===== src/hdl/gacc_pkg.sv =====
// ----------------------------------------------------------------------------
// gacc_pkg
// Shared constants, codes and controller/datapath interface types for the
// grid arrow cycle counter.
// ----------------------------------------------------------------------------
package gacc_pkg;

	// Default grid limits.
	localparam int DEF_MAX_ROWS = 64;
	localparam int DEF_MAX_COLS = 64;

	// Register file.
	localparam int CFG_W       = 7;
	localparam int APB_AW      = 3;
	localparam int APB_DW      = 32;
	localparam logic [CFG_W-1:0] CFG_RESET = 7'd64;
	localparam logic REG_ROWS  = 1'b0;
	localparam logic REG_COLS  = 1'b1;

	// Result field widths.
	localparam int ZONE_W = 12;
	localparam logic [ZONE_W-1:0] ZONE_MAX = 12'd4095;

	// Arrow directions.
	localparam logic [1:0] DIR_UP    = 2'd0;
	localparam logic [1:0] DIR_RIGHT = 2'd1;
	localparam logic [1:0] DIR_DOWN  = 2'd2;
	localparam logic [1:0] DIR_LEFT  = 2'd3;

	// Per-cell walk marks.
	localparam logic [1:0] MARK_FREE = 2'd0;
	localparam logic [1:0] MARK_PATH = 2'd1;
	localparam logic [1:0] MARK_DONE = 2'd2;

	// Commands from the controller to the datapath.
	typedef struct packed {
		logic clr_init;
		logic clr_step;
		logic load_wr;
		logic scan_init;
		logic scan_next;
		logic walk_begin;
		logic eval;
		logic take;
		logic hit;
		logic set_off;
		logic pop_rd;
		logic pop_wr;
	} gacc_cmd_t;

	// Status from the datapath to the controller.
	typedef struct packed {
		logic       load_last;
		logic       clr_last;
		logic       scan_done;
		logic       depth_zero;
		logic       step_off;
		logic [1:0] mark;
	} gacc_status_t;

endpackage


===== src/hdl/gacc_ctrl.sv =====
// ----------------------------------------------------------------------------
// gacc_ctrl
// Controller state machine: clearing pass, grid load, scan, walk and unwind.
// ----------------------------------------------------------------------------
module gacc_ctrl
	import gacc_pkg::*;
(
	input  logic         clk,
	input  logic         arst_n,
	input  logic         start,
	input  gacc_status_t status,
	output gacc_cmd_t    cmd,
	output logic         busy,
	output logic         done
);

	typedef enum logic [3:0] {
		S_CLEAR,
		S_LOAD,
		S_SCAN_RD,
		S_SCAN_CHK,
		S_ARROW_RD,
		S_EVAL,
		S_NEXT_CHK,
		S_POP_RD,
		S_POP_WR
	} state_t;

	state_t state_q;
	state_t state_d;
	logic   done_d;
	logic   done_q;

	// Next state and commands.
	always_comb begin
		cmd     = '0;
		state_d = state_q;
		done_d  = 1'b0;
		unique case (state_q)
			S_CLEAR: begin
				cmd.clr_step = 1'b1;
				if (status.clr_last) begin
					state_d = S_LOAD;
				end
			end
			S_LOAD: begin
				if (start) begin
					cmd.load_wr = 1'b1;
					if (status.load_last) begin
						cmd.scan_init = 1'b1;
						state_d       = S_SCAN_RD;
					end
				end
			end
			S_SCAN_RD: begin
				if (status.scan_done) begin
					cmd.clr_init = 1'b1;
					done_d       = 1'b1;
					state_d      = S_CLEAR;
				end else begin
					state_d = S_SCAN_CHK;
				end
			end
			S_SCAN_CHK: begin
				if (status.mark != MARK_FREE) begin
					cmd.scan_next = 1'b1;
					state_d       = S_SCAN_RD;
				end else begin
					cmd.walk_begin = 1'b1;
					state_d        = S_ARROW_RD;
				end
			end
			S_ARROW_RD: begin
				state_d = S_EVAL;
			end
			S_EVAL: begin
				if (status.step_off) begin
					cmd.set_off = 1'b1;
					state_d     = S_POP_RD;
				end else begin
					cmd.eval = 1'b1;
					state_d  = S_NEXT_CHK;
				end
			end
			S_NEXT_CHK: begin
				if (status.mark == MARK_FREE) begin
					cmd.take = 1'b1;
					state_d  = S_ARROW_RD;
				end else begin
					cmd.hit = 1'b1;
					state_d = S_POP_RD;
				end
			end
			S_POP_RD: begin
				if (status.depth_zero) begin
					cmd.scan_next = 1'b1;
					state_d       = S_SCAN_RD;
				end else begin
					cmd.pop_rd = 1'b1;
					state_d    = S_POP_WR;
				end
			end
			S_POP_WR: begin
				cmd.pop_wr = 1'b1;
				state_d    = S_POP_RD;
			end
			default: begin
				state_d = S_CLEAR;
			end
		endcase
	end

	// State and result strobe.
	always_ff @(posedge clk or negedge arst_n) begin
		if (!arst_n) begin
			state_q <= S_CLEAR;
			done_q  <= 1'b0;
		end else begin
			state_q <= state_d;
			done_q  <= done_d;
		end
	end

	assign busy = (state_q != S_LOAD);
	assign done = done_q;

endmodule


===== config.mk =====
export PLATFORM = sky130hd
export DESIGN_NAME = gacc_ctrl
export DESIGN_NICKNAME = d
export VERILOG_FILES = /design/src/hdl/gacc_pkg.sv /design/src/hdl/gacc_ctrl.sv
export SDC_FILE = /design/constraint.sdc
export NUM_CORES = 1
export LEC_CHECK = 0
export BUFFER_PORTS_ARGS = -buffer_cell sky130_fd_sc_hd__buf_2
export CORE_AREA = 2 2 39 41
export DETAILED_ROUTE_END_ITERATION = 8
export DIE_AREA = 0 0 41 43
export PLACE_DENSITY_LB_ADDON = 0.15
export SYNTH_ARGS = -nofsm -noshare
export SYNTH_HDL_FRONTEND = slang
export SYNTH_SLANG_ARGS = --single-unit

===== constraint.sdc =====
create_clock -name clk -period 1.7 [get_ports clk]
set_input_delay 0.17 -clock clk [delete_from_list [all_inputs] [get_ports clk]]
set_output_delay 0.17 -clock clk [all_outputs]
set_load 0.005 [all_outputs]

# After elaboration in Yosys (flattened, before gate mapping)
# Index checks and enable logic that the tools add are counted.
op_classes:
  reduce_logical: 4
  magnitude_cmp: 0
  div_mod_pow: 0
  multipliers: 0
  n_bitwise: 0
  eq_ne: 12
  n_mux: 30
  n_addsub: 0
  n_shift: 0
ops:
  columns: ["op", "n"]
  rows:
  - ["$pmux 4 s9", 1]
  - ["$mux 1", 18]
  - ["$eq 4x3->1 const B", 4]
  - ["$mux 4", 4]
  - ["$mux 2", 5]
  - ["$eq 4x2->1 const B", 2]
  - ["$ne 2x2->1 const B", 3]
  - ["$eq 4x1->1 const B", 1]
  - ["$eq 4x4->1 const B", 1]
  - ["$logic_not 4->1", 1]
  - ["$ne 4x1->1 const B", 1]
  - ["$mux 3", 1]
  - ["$reduce_and 3->1", 1]
  - ["$logic_not 2->1", 1]
  - ["$pmux 1 s2", 1]
  - ["$reduce_bool 2->1", 1]
totals:
  in_bits: 10
  mem_count: 0
  romBits: 0
  reg_bits: 5
  ramBits: 0
  latchBits: 0
  output_inout_bits: 14

# Longest topological paths before layout
logic_depth:
  ltp_word: 3
  ltp_mapped: 5
  mapped_depth_nobuf: 4

# Worst setup path after synthesis
# Ideal clock, no wire load.
synth_timing:
  kind: "reg-to-reg"
  startpoint: "register state_q[0]"
  endpoint: "register state_q[0]"
  required_time_ps: 1581
  synth_period_minus_slack_ps: 1447
  stages_incl_launch_ff: 6
  t_arrival_ps: 1328
  path_slack_ps: 253
  path_cell_list: "dfrtp_1 buf_6 nor2b_4 and3_1 or3_1 a21bo_1"
synth_via:
  elab_chain_cells: 3
  word_cells_on_any_way: 14
  cone_classes: "eq/ne (11); mux (1); reduce/logical (2)"
synth_rtl:
  columns: ["item", "line_no", "rtl"]
  rows:
  - ["start, declared", "gacc_ctrl.sv:29", "state_t state_q;"]
  - ["start signal, assigned", "gacc_ctrl.sv:119", "state_q <= state_d;"]
  - ["$eq 4x1->1 or $logic_not 4->1 (tied branches)", "gacc_ctrl.sv:39", "unique case (state_q)"]
  - ["$ne 2x2->1 (no line)", null, null]
  - ["$reduce_and 3->1 (no line)", null, null]
# Parallel ways exist; a longest one is shown, timed or not.
# A chain may end at the register's enable or synchronous reset.

==> impl_metrics.yaml <==
clocking:
  clk_latency_ns: 0.25
  clockBufferDepth: 2
  cts_tree: "built"
  cts_setup_buffers: 0
  htree_levels: 1
  hold_buffers: 1
  cts_resized: 0
  cts.clk_slew.worst_paths_ns: 0.04
  cts_root_buf: "clkbuf_4"
  clkSinkCount: 5
  numCtsBuffers: 3
drt:
  drt_iter0_markers: 10
  ant_nets: 0
  wirelength_mm: 1.08
  avgRoutedWirePerCell_um: 11.0
  via_per_inst: 4.88
  drc_errors: 0
  first_pass_iters: 4
  vias: 478
placement:
  place_congestion: 0.788
  place_hpwl_um: 837
  placed_area_um2: 562
  port_buffers: 23
logic_synthesis:
  synth_edf_count: 0
  synth_area_um2: 444
  yosysSeqAreaShare_pct: 28.2
  synth_fp_nets: 67
  synthFlopType: "dfrtp_1"
  synth_warnings: 0
  syn_avg_cell_area_um2: 7.79
  synthCells: 57
  ys_types: 26
  synthArstFlopShare_pct: 100
  yosys_register_bits: 5
finish:
  syn2layout_area_growth_pct: 34.6
  drive_gt1_share_pct: 39.0
  n_antenna_cell: 0
  layout_commonest_cell: "buf_2"
  stdcell_area_um2: 598
  nets: 93
  layout_common_cells: "buf_2, nor3_1, nor2_1"
grt:
  antenna_found_initial: 0
  grt_max_degree: 15
  gr-total-overflow: 0
  grt_pass1_vias: 375
  grt_use_total_pct: 14.4
  grt_pass1_wl_mm: 1.67
critical_path:
  worstPathRequired_ns: 1.53
  cp_data_arrival_time_ns: 1.38
  critical_path_class: "register to output port"
  startpoint_type: "register"
  endpoint_kind: "output port"
  cp_max_fo: 10
timing:
  fin_skew_ns: 0.00473
  slew_viol_final: 0
  slew_headroom_pct: 77.5
  fin_crit_sh_pct: 91.1
  setup_viol: 0
  rsz0062_at_grt: "no"
  max_clock_freq_ghz: 0.646
  tightest_slew_ns: 0.338
  hold_viol: 0
  fin_crit_ns: 1.55
  setup_tns_ns: 0
power:
  power_leakage_nw: 0.326
  power.density_nw_per_um2: 1600
  irDropWorstVdd_mv: 0.849
min_path:
  hold_class: "primary input to register"
run_status:
  outcome: "completed"
job:
  cap_violations: 0
die:
  ios: 24
  die_w_um: 41
  start_util_pct: 32.1
  dieArea_um2: 1760
  die_height_um: 43
  core_um2: 1380
  rows: 14
[per-stage QoR]
| step | power [mW] | util (%) | hold WS, ns | instances | setup WS, ns |
|---|---|---|---|---|---|
| after floorplan | 0.672 | - | -0.126 | 57 | 0.253 |
| after global placement | 0.809 | 40.6 | -0.00405 | 93 | 0.238 |
| after detailed placement | 0.808 | 40.6 | -0.00651 | 93 | 0.199 |
| after CTS | 0.959 | 43.2 | 0.108 | 98 | 0.143 |
| after global routing | 1.04 | 43.2 | 0.113 | 98 | 0.00963 |
| final | 0.955 | 43.2 | 0.113 | 98 | 0.151 |
[path summary, 6_finish.rpt]
check,depth (start not counted),startpoint,to,slack [ns]
setup / recovery,3,state_q[1],cmd[7],0.15
hold / removal,2,status[3],state_q[3],0.11
setup reg to reg,4,state_q[1],state_q[0],0.19
hold reg to reg,3,state_q[3],state_q[2],0.66
max in group asynchronous,2,arst_n,state_q[2],1.30
min in group asynchronous,2,arst_n,done,0.26
[worst max-delay path, cell delays in order, from the launching register on]
cell and delay, ns:
dfrtp_1 0.53, nand2_1 0.19, nor3_1 0.25, buf_2 0.15
[Yosys cell counts, drive strengths merged, types with 2 or more instances]
library cell  instances  area, um2
a21oi                 4       20.0
nand2b                2       12.5
buf                   5       36.3
nor2                  6       22.5
dfrtp                 5        125
and3                  4       30.0
nor3                  7       35.0
nand2                 4       15.0
nor2b                 3       33.8
or3                   3       18.8
nor4                  3       18.8
[kinds of logic after synthesis]
| kind of cell | share of synthesized area [%] |
|---|---|
| AOI/OAI and AO/OA | 13.5 |
| DFF | 28.2 |
| muxes | 2.25 |
| buffers and inverters | 9.86 |
| and+or+nand+nor | 46.2 |
[cell type report]
cell class              instances  area (um2)
fillers                       140         786
multi-input cells              45         275
repair buffers                 27         148
flip-flops and latches          5         125
clock buffers                   4        26.3
well taps                      16        20.0
inverters                       1        3.75
[flip-flops by register name, indices dropped and copies added, names as in the netlist]
name,count
state_q,4
done,1
[metal layers]
layer,share of wire [%],vias up,global-route usage [%],routed length [um]
li1,-,252,-,-
met1,44,206,18.9,475
met2,49,18,19.1,528
met3,6.1,2,7.85,66
met4,0.74,0,6.00,8
met5,0,-,0,0
[where the power goes]
| part | leakage (nW) | internal (mW) | switching (mW) |
|---|---|---|---|
| Combinational | 0.247 | 0.286 | 0.289 |
| Sequential | 0.0634 | 0.165 | 0.0706 |
| Clock | 0.0150 | 0.0891 | 0.0553 |
| Total | 0.326 | 0.541 | 0.415 |
(Power assumes the default switching activity.)
